===== config.mk =====
export PLATFORM = sky130hd
export DESIGN_NAME = dtlr_div
export DESIGN_NICKNAME = d
export VERILOG_FILES = /design/src/rtl/assert_macros.svh /design/src/rtl/dtlr_pkg.sv /design/src/rtl/dtlr_div.sv
export SDC_FILE = /design/constraint.sdc
export NUM_CORES = 1
export LEC_CHECK = 0
export BUFFER_PORTS_ARGS = -buffer_cell sky130_fd_sc_hd__buf_4
export CORE_UTILIZATION = 40
export CTS_CLUSTER_SIZE = 12
export DETAILED_ROUTE_END_ITERATION = 8
export PLACE_DENSITY = 0.62
export REMOVE_ABC_BUFFERS = 1
export SLEW_MARGIN = 20
export SYNTH_ARGS = -nofsm -noshare
export SYNTH_HDL_FRONTEND = slang
export SYNTH_SLANG_ARGS = --single-unit

===== constraint.sdc =====
create_clock -name clk -period 7.58 [get_ports clk]
set_input_delay 1.895 -clock clk [delete_from_list [all_inputs] [get_ports clk]]
set_output_delay 1.895 -clock clk [all_outputs]
set_load 0.02 [all_outputs]

===== src/rtl/assert_macros.svh =====
// assertion macros shared by the rasterizer rtl
`ifndef ASSERT_MACROS_SVH
`define ASSERT_MACROS_SVH
`ifndef NO_ASSERTIONS
// condition implies property in the same cycle
`define DTLR_CHECK_NOW(label, clk, rst, cond, prop) \
  label: assert property (@(posedge clk) disable iff (rst) (cond) |-> (prop)) \
    else $error("rasterizer check failed");
// condition implies property in the next cycle
`define DTLR_CHECK_NEXT(label, clk, rst, cond, prop) \
  label: assert property (@(posedge clk) disable iff (rst) (cond) |=> (prop)) \
    else $error("rasterizer check failed");
`else
`define DTLR_CHECK_NOW(label, clk, rst, cond, prop)
`define DTLR_CHECK_NEXT(label, clk, rst, cond, prop)
`endif
`endif


===== src/rtl/dtlr_pkg.sv =====
// types and constants of the depth-tested line rasterizer
`timescale 1ns / 1ps
package dtlr_pkg;

  localparam int MAX_COLUMNS = 128;
  localparam int MAX_ROWS    = 64;
  localparam int MAX_STEPS   = 4096;

  localparam int COL_W  = $clog2(MAX_COLUMNS);
  localparam int ROW_W  = $clog2(MAX_ROWS);
  localparam int ADDR_W = COL_W + ROW_W;
  localparam int CELLS  = MAX_COLUMNS * MAX_ROWS;
  localparam int STEP_W = $clog2(MAX_STEPS + 1);

  localparam int COUNT_W = 14;
  localparam logic [COUNT_W-1:0] COUNT_MAX = '1;

  localparam logic signed [31:0] DEPTH_EMPTY = 32'sh7FFF_FFFF;

  // projection arithmetic
  localparam int Z_OFFSET   = 655360;
  localparam int Z_NEAR     = 655;
  localparam int PROJ_SCALE = 200;
  localparam int SPAN_W     = 16;
  localparam int ZZ_W       = 34;
  localparam int T1_W       = 41;
  localparam int T2_W       = 51;
  localparam int NUM_W      = 52;
  typedef logic signed [ZZ_W-1:0] zz_t;
  localparam zz_t ZZ_OFFSET   = zz_t'(Z_OFFSET);
  localparam zz_t ZZ_NEAR_POS = zz_t'(Z_NEAR);
  localparam zz_t ZZ_NEAR_NEG = -zz_t'(Z_NEAR);

  // shared iterative units
  localparam int DIV_W  = 64;
  localparam int SQRT_W = 64;
  localparam int ROOT_W = SQRT_W / 2;

  // configuration port
  localparam int CFG_IDX_W  = 1;
  localparam int CFG_DATA_W = 8;
  localparam logic [CFG_IDX_W-1:0] REG_SCREEN_WIDTH  = 1'b0;
  localparam logic [CFG_IDX_W-1:0] REG_SCREEN_HEIGHT = 1'b1;

  typedef enum logic [1:0] {
    MODE_CLEAR,
    MODE_POINT,
    MODE_LINE,
    MODE_READ
  } mode_t;

  typedef struct packed {
    logic              marked;
    logic [2:0]        color;
    logic signed [31:0] depth;
  } cell_t;

  typedef struct packed {
    logic busy;
    logic done;
  } unit_stat_t;

  typedef enum logic [4:0] {
    ST_IDLE,
    ST_CLEAR,
    ST_PRJ_Z,
    ST_PRJ_MUL,
    ST_PRJ_SUM,
    ST_PRJ_DIV,
    ST_PRJ_WAIT,
    ST_DELTA,
    ST_SQ_A,
    ST_SQ_B,
    ST_LEN_SQRT,
    ST_LEN_WAIT,
    ST_SHIFT,
    ST_UV_A,
    ST_UV_B,
    ST_UNIT_SQRT,
    ST_UNIT_WAIT,
    ST_INC_DIV,
    ST_INC_WAIT,
    ST_SETUP,
    ST_STEP_RD,
    ST_STEP_WR,
    ST_READ,
    ST_READ_DATA,
    ST_DONE
  } st_t;

endpackage


===== src/rtl/dtlr_div.sv =====
// unsigned restoring divider, one quotient bit per cycle
`timescale 1ns / 1ps
module dtlr_div (
  input  logic                         clk,
  input  logic                         rst,
  input  logic                         start,
  input  logic [dtlr_pkg::DIV_W-1:0]   dividend,
  input  logic [dtlr_pkg::DIV_W-1:0]   divisor,
  output dtlr_pkg::unit_stat_t         stat,
  output logic [dtlr_pkg::DIV_W-1:0]   quotient
);
  import dtlr_pkg::*;

  logic                       busy;
  logic                       done;
  logic [$clog2(DIV_W)-1:0]   cnt;
  logic [DIV_W-1:0]           rem;
  logic [DIV_W-1:0]           quo;
  logic [DIV_W-1:0]           dvs;
  logic [DIV_W:0]             trial;
  logic [DIV_W:0]             diff;
  logic                       take;

  // trial subtract of the shifted remainder
  always_comb begin
    trial = {rem, quo[DIV_W-1]};
    diff  = trial - {1'b0, dvs};
    take  = !diff[DIV_W];
  end

  // control
  always_ff @(posedge clk) begin
    if (rst) begin
      busy <= 1'b0;
      done <= 1'b0;
    end else begin
      done <= 1'b0;
      if (start) begin
        busy <= 1'b1;
      end else if (busy && cnt == '1) begin
        busy <= 1'b0;
        done <= 1'b1;
      end
    end
  end

  // datapath: dividend shifts out as quotient bits shift in
  always_ff @(posedge clk) begin
    if (start) begin
      cnt <= '0;
      rem <= '0;
      quo <= dividend;
      dvs <= divisor;
    end else if (busy) begin
      cnt <= cnt + 1'b1;
      rem <= take ? diff[DIV_W-1:0] : trial[DIV_W-1:0];
      quo <= {quo[DIV_W-2:0], take};
    end
  end

  assign stat.busy = busy;
  assign stat.done = done;
  assign quotient  = quo;

endmodule


# Word-level counts from Yosys, hierarchy flattened
# Cells that the tools add are included.
[classes] add_sub_neg=2 mul=0 div_mod_pow=0 magnitude_cmp=0 eq_ne=1 n_shift=0 n_mux=6 bitwise_logic=0 reduce_logical=5
[op_table] op="two-way mux 64 bit" count=3
[op_table] op="subtractor 65 x 64 -> 65 bit" count=1
[op_table] op="adder 6 x 1 -> 6 bit, second input constant" count=1
[op_table] op="== test 6 bit, second input constant" count=1
[op_table] op="nonzero test 2 bit" count=2
[op_table] op="two-way mux 1 bit" count=3
[op_table] op="OR reduction 2 bit" count=1
[op_table] op="logical AND 1 bit" count=1
[op_table] op="logical NOT 1 bit" count=1
[word_totals] ff_bits=200 latch_bits=0 ramBits=0 mem_bits_ro=0 input_bits=131 out_inout_bits=66 word_cells=20 memories=0

# Logic depth before layout (Yosys ltp)
[depth] depth_word=4 depth_mapped=15 mapped_depth_nobuf=14

# Worst setup path before layout
# Ideal clock, no wire load.
[synth_timing] path_kind="input-to-reg" startpoint="input port start" endpoint="register quo[0], in the netlist quotient[0] (enable)" setup_time_ns=0.418 arrival_ns=3.684 required_time_ns=7.162 setup_slack_ns=3.478 stages=4 path_buffers=2 path_cell_list="clkbuf_1 nor2_1 clkbuf_1 inv_1"
[synth_between] elab_chain_cells=1
[synth_lines] item="start, declared" line_no="dtlr_div.sv:6" text="input logic start,"
[synth_lines] item="nonzero test 2 bit (no source line)"
[synth_lines] item="end signal, assigned" line_no="dtlr_div.sv:52" text="quo <= dividend;"
[synth_lines] item="end signal, assigned" line_no="dtlr_div.sv:57" text="quo <= {quo[DIV_W-2:0], take};"
[synth_lines] item="end, declared" line_no="dtlr_div.sv:18" text="logic [DIV_W-1:0] quo;"
# Every way passes these cells.
# A chain may end at the register's enable or synchronous reset.

# Final worst setup path
[layout_timing] startpoint="register quo[63], in the netlist quotient[63]" endpoint="register rem[60]"
[layout_between] elab_chain_cells=2
[layout_lines] item="subtractor 65 x 64 -> 65 bit" line_no="dtlr_div.sv:27" text="diff = trial - {1'b0, dvs};"
[layout_lines] item="two-way mux 64 bit" line_no="dtlr_div.sv:56" text="rem <= take ? diff[DIV_W-1:0] : trial[DIV_W-1:0];"
[layout_lines] item="end signal, assigned" line_no="dtlr_div.sv:56"
[layout_lines] item="end, declared" line_no="dtlr_div.sv:17" text="logic [DIV_W-1:0] rem;"
# Every way passes these cells.

==> out/metrics.csv <==
metric,value,unit
wl,27400,um
max_freq,220,MHz
finalSetupTns,0,ns
first_pass_iters,5,
io_pins,197,
synthTopCellsByCount,"edfxtp_1 (128), nor2_1 (96), a21oi_1 (80)",
worstSetupStartpointType,flop,
peakVddDrop,0.159,mV
yosys_warnings,0,
drv_cap,0,
root_buffer,clkbuf_16,
antenna_found_initial,0,
met1_usage,0.243,
drt-initial-drc-count,537,
initial_core_util,0.411,
io_buffers,196,
switching_share,0.298,
worst_pin_slew,0.944,ns
r2r_start,quotient[63]$_DFFE_PP_,
drc_errors,0,
power,2.87,mW
syn_area,11600,um2
core_area,28200,um2
synth-seq-area-share,0.456,
cts_made_buffers,17,
p_sw,0.857,mW
nets,1472,
grt_pass1_vias,8544,
diodes,0,
async_reset_ff_frac,0,
final_antenna_net_count,0,
cts_resized,0,
gp_congestion,0.872,
critPathCaptureType,flop,
slew_viol_final,0,
finalHoldViolations,0,
critPathLaunch,quotient[63]$_DFFE_PP_,
p_int,2.02,mW
drive_gt1_frac,0.244,
grtUsageMet3,0.0547,
top_usage_layer,met2,
synthCells,1113,
clkTransAtPathRegs,0.08,ns
yosysTopAreaCell,edfxtp_1,
synthDistinctLibCells,70,
pwr-share-clk,0.314,
avgSynthCellArea,10.4,um2
synth_edf_count,128,
dieArea,29600,um2
fp-row-count,61,
cts_tree,yes,
critPathArrivalTime,4.90,ns
seqPwrFrac,0.456,
syn2layout_area_growth,20.0,%
fp.dieH,172,um
synth_top_area_share,0.332,
finClkSkew,0.0161,ns
setup_viol,0,
dp_hpwl,19700,um
rsz0062_at_grt,false,
cts_buffer_depth,2,
grt_overflow,0,
pwr-share-comb,0.230,
yosysMostFrequentCell,edfxtp_1,
cellLeakagePower,5.78,nW
min_period_over_period,0.599,
grt_pass1_wl,43400,um
track_usage,0.187,
clk_latency,0.45,ns
avgRoutedWirePerCell,16.5,um
power-per-cell-area,207,nW/um2
htree_levels,4,
ys_ff_latch,200,
cts.sinks,200,
cp_max_fo,52,
ys.flop_type,edfxtp_1,
vias_per_cell,5.26,
use_met2,0.303,
fillers,2644,
max_slew_margin,0.371,
status,"complete, no violations",
num_vias,8770,
min_period,4.54,ns
hold_buffers,0,
synth_area_leaders,"edfxtp_1 (33%), dfxtp_1 (12%), ha_1 (7.0%)",
worst-setup-path-type,flop to flop,
die_w,172,um
grt_max_degree,71,
hold_class,flop to flop,
cts_setup_buffers,0,
required,7.94,ns
min-delay-start,cnt[5]$_SDFFE_PP0P_,
## stage by stage
step                      utilization  area [um2]  hold slack (ns)  worst slack [ns]  std cells
after CTS                       0.494       13900            0.496              2.99       1666
after global placement          0.473       13300            0.471              3.13       1634
after global routing            0.494       13900            0.524              2.57       1666
final                           0.494       13900            0.499              3.04       1666
after detailed placement        0.473       13300            0.484              3.01       1634
after floorplan                     -       11300            0.452              2.87       1052
## layout make-up
class                   count  area (um2)  share of cell area
multi-input cells         779        5760               0.414
flip-flops and latches    200        5290               0.380
repair buffers            204        1540               0.110
well taps                 378         473              0.0340
clock buffers              19         433              0.0311
inverters                  73         274              0.0197
clock inverters            13         136             0.00981
## state kept, by name (all words and copies together), names as in the netlist
signal and cells:
dvs 64, quotient 64, rem 64, cnt 6, busy 1, done 1
## critical path, cell delays in order (launching register included)
cell	delay, ns
edfxtp_1	0.35
inv_1	0.06
ha_1	0.22
fa_1	0.41
nor2b_1	0.19
o2111ai_1	0.14
a21oi_1	0.29
o21ba_1	0.26
o31ai_2	0.13
o41ai_4	0.41
a31o_4	0.27
a21oi_4	0.09
xnor2_4	0.14
buf_4	0.69
nand2_1	0.51
o21ai_0	0.30
## final timing paths
kind / end / slack (ns) / depth (start not counted)
setup / recovery: rem[60]$_SDFFE_PP0P_ / 3.04 / 15
hold / removal: cnt[5]$_SDFFE_PP0P_ / 0.50 / 2
setup reg to reg: rem[60]$_SDFFE_PP0P_ / 3.04 / 15
hold reg to reg: cnt[5]$_SDFFE_PP0P_ / 0.50 / 2
## cells in the final DEF (no fill, tap or decap), drive strengths merged, types with 3 or more instances in the layout
| master | count |
|---|---|
| a211oi | 53 |
| a21o | 36 |
| a21oi | 81 |
| a22o | 3 |
| a31o | 6 |
| a31oi | 10 |
| a32oi | 11 |
| a41oi | 4 |
| and3 | 4 |
| buf | 204 |
| clkbuf | 19 |
| clkinv | 4 |
| dfxtp | 72 |
| edfxtp | 128 |
| ha | 65 |
| inv | 80 |
| mux2 | 66 |
| mux2i | 51 |
| nand2 | 57 |
| nand2b | 7 |
| nand4 | 19 |
| nor2 | 96 |
| nor2b | 12 |
| nor3 | 7 |
| nor4 | 3 |
| o2111ai | 3 |
| o211ai | 4 |
| o21a | 7 |
| o21ai | 58 |
| o21bai | 8 |
| o31ai | 5 |
| or3 | 3 |
| xnor2 | 36 |
| xor2 | 31 |
## cell families after synthesis
kind of cell / Yosys count / synth area share
xor+xnor: 67 / 0.0523
flops: 200 / 0.456
fa+ha+maj: 66 / 0.0720
mux: 117 / 0.109
compound gates: 310 / 0.179
buf+inv: 134 / 0.0462
simple gates: 219 / 0.0852
## power groups by stage
stage               Clock (mW)  Sequential [mW]  Combinational (mW)
detailed placement           0             1.33               0.659
CTS                      0.931             1.31               0.662
floorplan                    0             1.37               0.389
global route             0.969             1.32               0.727
finish                   0.902             1.31               0.661
global placement             0             1.33               0.654
## metal layers
metal / vias to the layer above / routed length [um]
li1: 4431 / -
met1: 4095 / 12600
met2: 228 / 12700
met3: 16 / 1840
met4: 0 / 269
met5: - / 0
No activity file was read; power rests on OpenSTA's default activity.
