### src/rtl/assert_macros.svh
// assertion macros shared by the rasterizer rtl
`ifndef ASSERT_MACROS_SVH
`define ASSERT_MACROS_SVH
`ifndef NO_ASSERTIONS
// condition implies property in the same cycle
`define DTLR_CHECK_NOW(label, clk, rst, cond, prop) \
  label: assert property (@(posedge clk) disable iff (rst) (cond) |-> (prop)) \
    else $error("rasterizer check failed");
// condition implies property in the next cycle
`define DTLR_CHECK_NEXT(label, clk, rst, cond, prop) \
  label: assert property (@(posedge clk) disable iff (rst) (cond) |=> (prop)) \
    else $error("rasterizer check failed");
`else
`define DTLR_CHECK_NOW(label, clk, rst, cond, prop)
`define DTLR_CHECK_NEXT(label, clk, rst, cond, prop)
`endif
`endif

### src/rtl/dtlr_pkg.sv
// types and constants of the depth-tested line rasterizer
`timescale 1ns / 1ps
package dtlr_pkg;

  localparam int MAX_COLUMNS = 128;
  localparam int MAX_ROWS    = 64;
  localparam int MAX_STEPS   = 4096;

  localparam int COL_W  = $clog2(MAX_COLUMNS);
  localparam int ROW_W  = $clog2(MAX_ROWS);
  localparam int ADDR_W = COL_W + ROW_W;
  localparam int CELLS  = MAX_COLUMNS * MAX_ROWS;
  localparam int STEP_W = $clog2(MAX_STEPS + 1);

  localparam int COUNT_W = 14;
  localparam logic [COUNT_W-1:0] COUNT_MAX = '1;

  localparam logic signed [31:0] DEPTH_EMPTY = 32'sh7FFF_FFFF;

  // projection arithmetic
  localparam int Z_OFFSET   = 655360;
  localparam int Z_NEAR     = 655;
  localparam int PROJ_SCALE = 200;
  localparam int SPAN_W     = 16;
  localparam int ZZ_W       = 34;
  localparam int T1_W       = 41;
  localparam int T2_W       = 51;
  localparam int NUM_W      = 52;
  typedef logic signed [ZZ_W-1:0] zz_t;
  localparam zz_t ZZ_OFFSET   = zz_t'(Z_OFFSET);
  localparam zz_t ZZ_NEAR_POS = zz_t'(Z_NEAR);
  localparam zz_t ZZ_NEAR_NEG = -zz_t'(Z_NEAR);

  // shared iterative units
  localparam int DIV_W  = 64;
  localparam int SQRT_W = 64;
  localparam int ROOT_W = SQRT_W / 2;

  // configuration port
  localparam int CFG_IDX_W  = 1;
  localparam int CFG_DATA_W = 8;
  localparam logic [CFG_IDX_W-1:0] REG_SCREEN_WIDTH  = 1'b0;
  localparam logic [CFG_IDX_W-1:0] REG_SCREEN_HEIGHT = 1'b1;

  typedef enum logic [1:0] {
    MODE_CLEAR,
    MODE_POINT,
    MODE_LINE,
    MODE_READ
  } mode_t;

  typedef struct packed {
    logic              marked;
    logic [2:0]        color;
    logic signed [31:0] depth;
  } cell_t;

  typedef struct packed {
    logic busy;
    logic done;
  } unit_stat_t;

  typedef enum logic [4:0] {
    ST_IDLE,
    ST_CLEAR,
    ST_PRJ_Z,
    ST_PRJ_MUL,
    ST_PRJ_SUM,
    ST_PRJ_DIV,
    ST_PRJ_WAIT,
    ST_DELTA,
    ST_SQ_A,
    ST_SQ_B,
    ST_LEN_SQRT,
    ST_LEN_WAIT,
    ST_SHIFT,
    ST_UV_A,
    ST_UV_B,
    ST_UNIT_SQRT,
    ST_UNIT_WAIT,
    ST_INC_DIV,
    ST_INC_WAIT,
    ST_SETUP,
    ST_STEP_RD,
    ST_STEP_WR,
    ST_READ,
    ST_READ_DATA,
    ST_DONE
  } st_t;

endpackage

### src/rtl/dtlr_sqrt.sv
// integer square root, two radicand bits per cycle, with remainder flag
`timescale 1ns / 1ps
module dtlr_sqrt (
  input  logic                          clk,
  input  logic                          rst,
  input  logic                          start,
  input  logic [dtlr_pkg::SQRT_W-1:0]   radicand,
  output dtlr_pkg::unit_stat_t          stat,
  output logic [dtlr_pkg::ROOT_W-1:0]   root,
  output logic                          rem_nz
);
  import dtlr_pkg::*;

  logic                       busy;
  logic                       done;
  logic [$clog2(ROOT_W)-1:0]  cnt;
  logic [SQRT_W-1:0]          s;
  logic [SQRT_W-1:0]          r;
  logic [SQRT_W-1:0]          bitv;
  logic [SQRT_W-1:0]          sum;
  logic                       fits;

  always_comb begin
    sum  = r + bitv;
    fits = (s >= sum);
  end

  // control
  always_ff @(posedge clk) begin
    if (rst) begin
      busy <= 1'b0;
      done <= 1'b0;
    end else begin
      done <= 1'b0;
      if (start) begin
        busy <= 1'b1;
      end else if (busy && cnt == '1) begin
        busy <= 1'b0;
        done <= 1'b1;
      end
    end
  end

  // digit-by-digit root
  always_ff @(posedge clk) begin
    if (start) begin
      cnt  <= '0;
      s    <= radicand;
      r    <= '0;
      bitv <= {2'b01, {(SQRT_W-2){1'b0}}};
    end else if (busy) begin
      cnt  <= cnt + 1'b1;
      bitv <= bitv >> 2;
      if (fits) begin
        s <= s - sum;
        r <= (r >> 1) + bitv;
      end else begin
        r <= r >> 1;
      end
    end
  end

  assign stat.busy = busy;
  assign stat.done = done;
  assign root      = r[ROOT_W-1:0];
  assign rem_nz    = (s != '0);

endmodule

### config.mk
export PLATFORM = sky130hd
export DESIGN_NAME = dtlr_sqrt
export DESIGN_NICKNAME = d
export VERILOG_FILES = /design/src/rtl/assert_macros.svh /design/src/rtl/dtlr_pkg.sv /design/src/rtl/dtlr_sqrt.sv
export SDC_FILE = /design/constraint.sdc
export NUM_CORES = 1
export LEC_CHECK = 0
export ABC_CLOCK_PERIOD_IN_PS = 9400
export BUFFER_PORTS_ARGS = -buffer_cell sky130_fd_sc_hd__buf_4
export CAP_MARGIN = 30
export CORE_MARGIN = 1
export CORE_UTILIZATION = 55
export CTS_BUF_LIST = sky130_fd_sc_hd__clkbuf_2
export DETAILED_ROUTE_END_ITERATION = 8
export PLACE_DENSITY_LB_ADDON = 0.25
export SLEW_MARGIN = 20
export SYNTH_ARGS = -nofsm -noshare
export SYNTH_HDL_FRONTEND = slang
export SYNTH_SLANG_ARGS = --single-unit
### constraint.sdc
create_clock -name clk -period 9.4 [get_ports clk]
set_clock_uncertainty 0.15 [all_clocks]
set_input_delay 1.88 -clock clk [delete_from_list [all_inputs] [get_ports clk]]
set_output_delay 1.88 -clock clk [all_outputs]
set_load 0.01 [all_outputs]
======== Word level (Yosys, flattened, before mapping) ========
Cells that the tools add are included.
W data, S select, Z words.
operators by class
  multipliers ............................. 0
  eq/ne operators ......................... 1
  muxes and demuxes ....................... 7
  reductions and logical operators ........ 7
  shifts and indexed selects .............. 0
  order comparisons ....................... 1
  divide/modulo/power cells ............... 0
  add/subtract/negate cells ............... 4
  bitwise gates (word level) .............. 0
operators by type and width
  cell                   count
  $mux W64               4
  $add A63 B63 Y64       1
  $add A64 B63 Y64       1
  $ge A64 B64 Y1         1
  $reduce_bool A64 Y1    1
  $sub A64 B64 Y64       1
  $reduce_bool A2 Y1     3
  $add A5 B1 Y5 const B  1
  $eq A5 B5 Y1 const B   1
  $mux W1                3
  $reduce_and A2 Y1      1
  $reduce_or A2 Y1       1
  $logic_and A1 B1 Y1    1
storage, ports and cells
  latch bits .............................. 0
  memories kept ........................... 0
  input port bits ......................... 67
  memory bits (writable) .................. 0
  logic and storage cells ................. 26
  bits in registers ....................... 167
  memory bits (read-only) ................. 0
  output and inout port bits .............. 35

======== Logic depth before layout (Yosys ltp) ========
  depth after elaboration ................. 5
  depth in mapped cells ................... 26
  gate-level depth less buffers ........... 23

======== Worst setup path after synthesis ========
OpenSTA, ideal clock, no wires.
  path kind ............................... register to register
  from .................................... reg r[0]
  to ...................................... reg s[0], enable pin
  required time ........................... 8.856 ns
  stages on the path, launching flop included .. 22
  path slack .............................. 3.507 ns
  library setup time ...................... 0.394 ns
  period minus slack after synthesis ...... 5.893 ns
  buffers on the path ..................... 2
  data arrival time ....................... 5.349 ns
  cells stage by stage .................... dfxtp_1 > ha_1 > ha_1 > a21oi_1 > o21ai_0 > a31o_2 > a31o_2 > a21oi_1 > nor4b_2 > o31ai_4 > a41oi_1 > xor2_1 > ha_1 > clkbuf_1 > nand3_1 > or4_1 > nor2_1 > o2111ai_1 > o211a_1 > buf_4 > nor2_1 > or2_2
on the way
  word-level cells in the longest chain between the ends .. 4
ends and longest elaborated chain
  element                              line             RTL
  start: declaration                   dtlr_sqrt.sv:18  logic [SQRT_W-1:0] r;
  start signal: assignment             dtlr_sqrt.sv:56  r <= (r >> 1) + bitv;
  start signal: assignment             dtlr_sqrt.sv:58  r <= r >> 1;
  $add A64 B63 Y64                     dtlr_sqrt.sv:24  sum = r + bitv;
  $ge A64 B64 Y1                       dtlr_sqrt.sv:25  fits = (s >= sum);
  $reduce_bool A2 Y1 (no source line)  n/a
  $reduce_and A2 Y1 (no source line)   n/a
  end signal: assignment               dtlr_sqrt.sv:48  s <= radicand;
  end signal: assignment               dtlr_sqrt.sv:55  s <= s - sum;
  end: declaration                     dtlr_sqrt.sv:17  logic [SQRT_W-1:0] s;
Every way passes these cells.
A chain may end at the register's enable or synchronous reset.

======== Worst setup path in the final report ========
  from .................................... reg r[2]
  to ...................................... reg s[45], enable pin
Same word-level chain as after synthesis.

==> out/metrics.csv <==
stage,metric,value,unit
outcome,outcome,completed,
setup_path,Worst path top cell family by delay,compound AO/OA/AOI/OAI gates,
cts,CTS tree,yes,
layout,Nets,2226,
power,Pleak,6.27,nW
cts,Post-CTS Hold Buffers,0,
layout,Syn-to-layout area delta,5.95,%
setup_path,CP Launch Point,r[2],
power,PnR Total Power,4.41,mW
power,sw power,2.22,mW
yosys,synthesized area per cell,7.72,um2
yosys,Synth Instances,2036,
setup_path,critical path required time,9.74,ns
cts,clk slew on worst S/H paths,0.32,ns
drt,post-route ant nets,0,
timing,crit share post-route,0.742,
timing,fin. max-slew vios,0,
cts,Max clock buf depth,2,
cts,clock tree root buffer cell,clkbuf_2,
power,switching share of power,0.503,
grt,initial antenna violation count,1,
cts,cts repair resizes,0,
layout,area of the multi-input gates,10900,um2
placed_design,port bufs,101,
placed_design,Cell Count Post-Placement,2384,
cts,Sink Count,167,
floorplanning,die height,171,um
floorplanning,Die W,171,um
setup_path,worst reg2reg setup slack,2.42,ns
cts,H-tree Lvls,4,
placed_design,gpl congestion,0.989,
timing,Final Hold Viols,0,
drt,DR pass1 iterations,7,
drt,Residual DRC,0,
yosys,Yosys reg bits,167,
setup_path,cell breakdown of the critical path,ha_1 > a31oi_2 > a21oi_1 > a221oi_1 > o211a_1 > o211ai_1 > a221o_1 > o21ai_1 > o31a_1 > o21ai_0 > xnor2_1 > ha_1 > nand2_1 > or4_1 > nor2_1 > o2111ai_1 > o211a_2 > nor2_1 > or2_2 > buf_4,
setup_path,slowest CP cell,or2_2,
yosys,"Seq/Total Area, Yosys",0.253,
drt,Avg WL per Cell,18.7,um
grt,first-pass GRT wire length,72400,um
power,Comb pwr share,0.611,
worst_hold_path,critical hold path startpoint,r[0],
placed_design,DP HPWL,34600,um
layout,fin cells,2418,
timing,Slew @ Worst Pin,0.796,ns
grt,number of global-route vias before repair,14100,
yosys,Synth cell types,81,
power,Seq pwr share,0.279,
yosys,Yosys Warn Count,0,
worst_hold_path,Hold Crit Class,flip-flop to flip-flop,
power,P_int,2.19,mW
layout,Register Area,3990,um2
setup_path,CP Class,flip-flop to flip-flop,
layout,final core occ,0.596,
grt,gr usage total,0.312,
timing,max_slew headroom,0.464,
job,Max-cap violations,0,
setup_path,Setup crit end kind,flip-flop,
yosys,Mapped Area,15700,um2
cts,Worst-Skew Late Latency,0.85,ns
floorplanning,core box area,27900,um2
layout,design area,16700,um2
floorplanning,die area,29300,um2
yosys,async set or reset register ratio after synthesis,0,
grt,largest net degree at the start of global routing,91,
timing,RSZ-0062 raised after global routing,false,
drt,DR vias/cell,6.26,
power,VDD IR max,182,uV
drt,final wirelength,45200,um
layout,layout cells sized above 1,0.0942,
setup_path,reg-to-reg startpoint,r[2],
setup_path,crit path DAT,7.32,ns
setup_path,worst path bufs/invs,1,
layout,"commonest non-fill, non-tap cell in the layout",nand2_1,
cts,post-CTS setup buffers,0,
grt,global route overflow,0,
floorplanning,I/O pin count,102,
timing,fin crit period,6.98,ns
floorplanning,num rows,61,
layout,"commonest cells after routing, fill and taps aside","nand2_1 (245), nor2_1 (211), o21ai_0 (193)",
setup_path,Startpoint Class,flip-flop,
setup_path,CP peak stage delay,0.62,ns
yosys,Mapped Nets,2236,
placed_design,DP Area,16300,um2
setup_path,worst-path maximum fanout,42,
yosys,commonest register cell after synthesis,dfxtp_1,
power,Power Dens Cells,265,nW/um2
timing,Final setup viols,0,
drt,initial DRC count,1149,
timing,Fmax,143,MHz
timing,setup tns final,0,ns
layout,Layout fillers,2700,
drt,Vias,15100,
power,clock share of power,0.111,
yosys,Post-synth EDFFs,64,
cts,CTS Buf Count,17,
floorplanning,Starting Density,0.563,
## through the flow
stage	setup WS (ns)	hold WS, ns
final	2.42	0.385
after global placement	2.74	0.331
after CTS	2.46	0.385
after global routing	2.01	0.432
after floorplan	3.51	0.317
after detailed placement	2.53	0.347
## sequential cells by signal, indices dropped and copies added, names as in the netlist
name / count
bitv: 32
busy: 1
cnt: 5
done: 1
r: 64
s: 64
## logic make-up after synthesis
group | after synthesis | share of synthesized area
flip-flops | 167 | 0.253
XOR/XNOR | 151 | 0.0841
adder cells (fa/ha/maj) | 133 | 0.106
buffers and inverters | 188 | 0.0551
AND/OR/NAND/NOR | 696 | 0.203
multiplexers | 50 | 0.0322
AO/OA/AOI/OAI | 651 | 0.266
## area by class of cell
| type | instances | share of cell area |
|---|---|---|
| Multi-Input combinational cell | 1681 | 0.653 |
| Timing Repair Buffer | 109 | 0.0506 |
| Sequential cell | 167 | 0.239 |
| Inverter | 50 | 0.0113 |
| Clock inverter | 15 | 0.0124 |
| Clock buffer | 17 | 0.00511 |
| Tap cell | 378 | 0.0284 |
| Antenna cell | 1 | 0.000150 |
## tightest hold or removal path, delay by kind of cell, from the launching register on
kind	cells	cell delay (ns)
AO/OA/AOI/OAI	1	0.05
flip-flops	1	0.40
AND/OR/NAND/NOR	1	0.09
## worst paths after layout
kind / end / cells past startpoint
setup / recovery: s[45] / 20
hold / removal: r[0] / 2
setup reg to reg: s[45] / 20
hold reg to reg: r[0] / 2
## power by group through the flow
stage,combinational (mW),clock [mW],sequential (mW)
finish,2.69,0.488,1.23
global route,2.99,0.525,1.25
CTS,2.65,0.495,1.22
detailed placement,2.63,0,1.23
global placement,2.61,0,1.24
floorplan,2.09,0,1.12
## metal layers
metal | GRT usage | wire length (um)
met4 | 0.118 | 1630
met5 | 0 | 0
met3 | 0.0537 | 2770
met1 | 0.385 | 19200
met2 | 0.539 | 21600
## cells in the mapped netlist (9+ instances only)
library cell,instances,area (um2)
a311oi_1,24,210
ha_1,132,1650
o211ai_1,13,97.6
nand4_1,39,244
a31oi_1,65,407
nand2b_1,14,87.6
nand3_1,37,185
dfxtp_1,103,2060
a21o_1,28,210
or3_1,22,138
nor4_1,25,156
nand2_1,245,920
buf_2,14,70.1
edfxtp_1,64,1920
a31o_2,17,149
buf_4,37,278
xor2_1,65,569
o21ai_0,193,966
inv_1,50,188
a21oi_1,149,746
nor3_1,30,150
xnor2_1,86,753
o21bai_1,29,218
clkbuf_1,79,297
a221oi_1,12,105
mux2i_1,46,460
o21a_1,14,105
o31ai_1,9,67.6
nor2_1,211,792
a211oi_1,27,203
and3_1,12,75.1
and2_1,18,113
nor2b_1,13,81.3
Note: power is estimated with default switching activity, not from simulation.
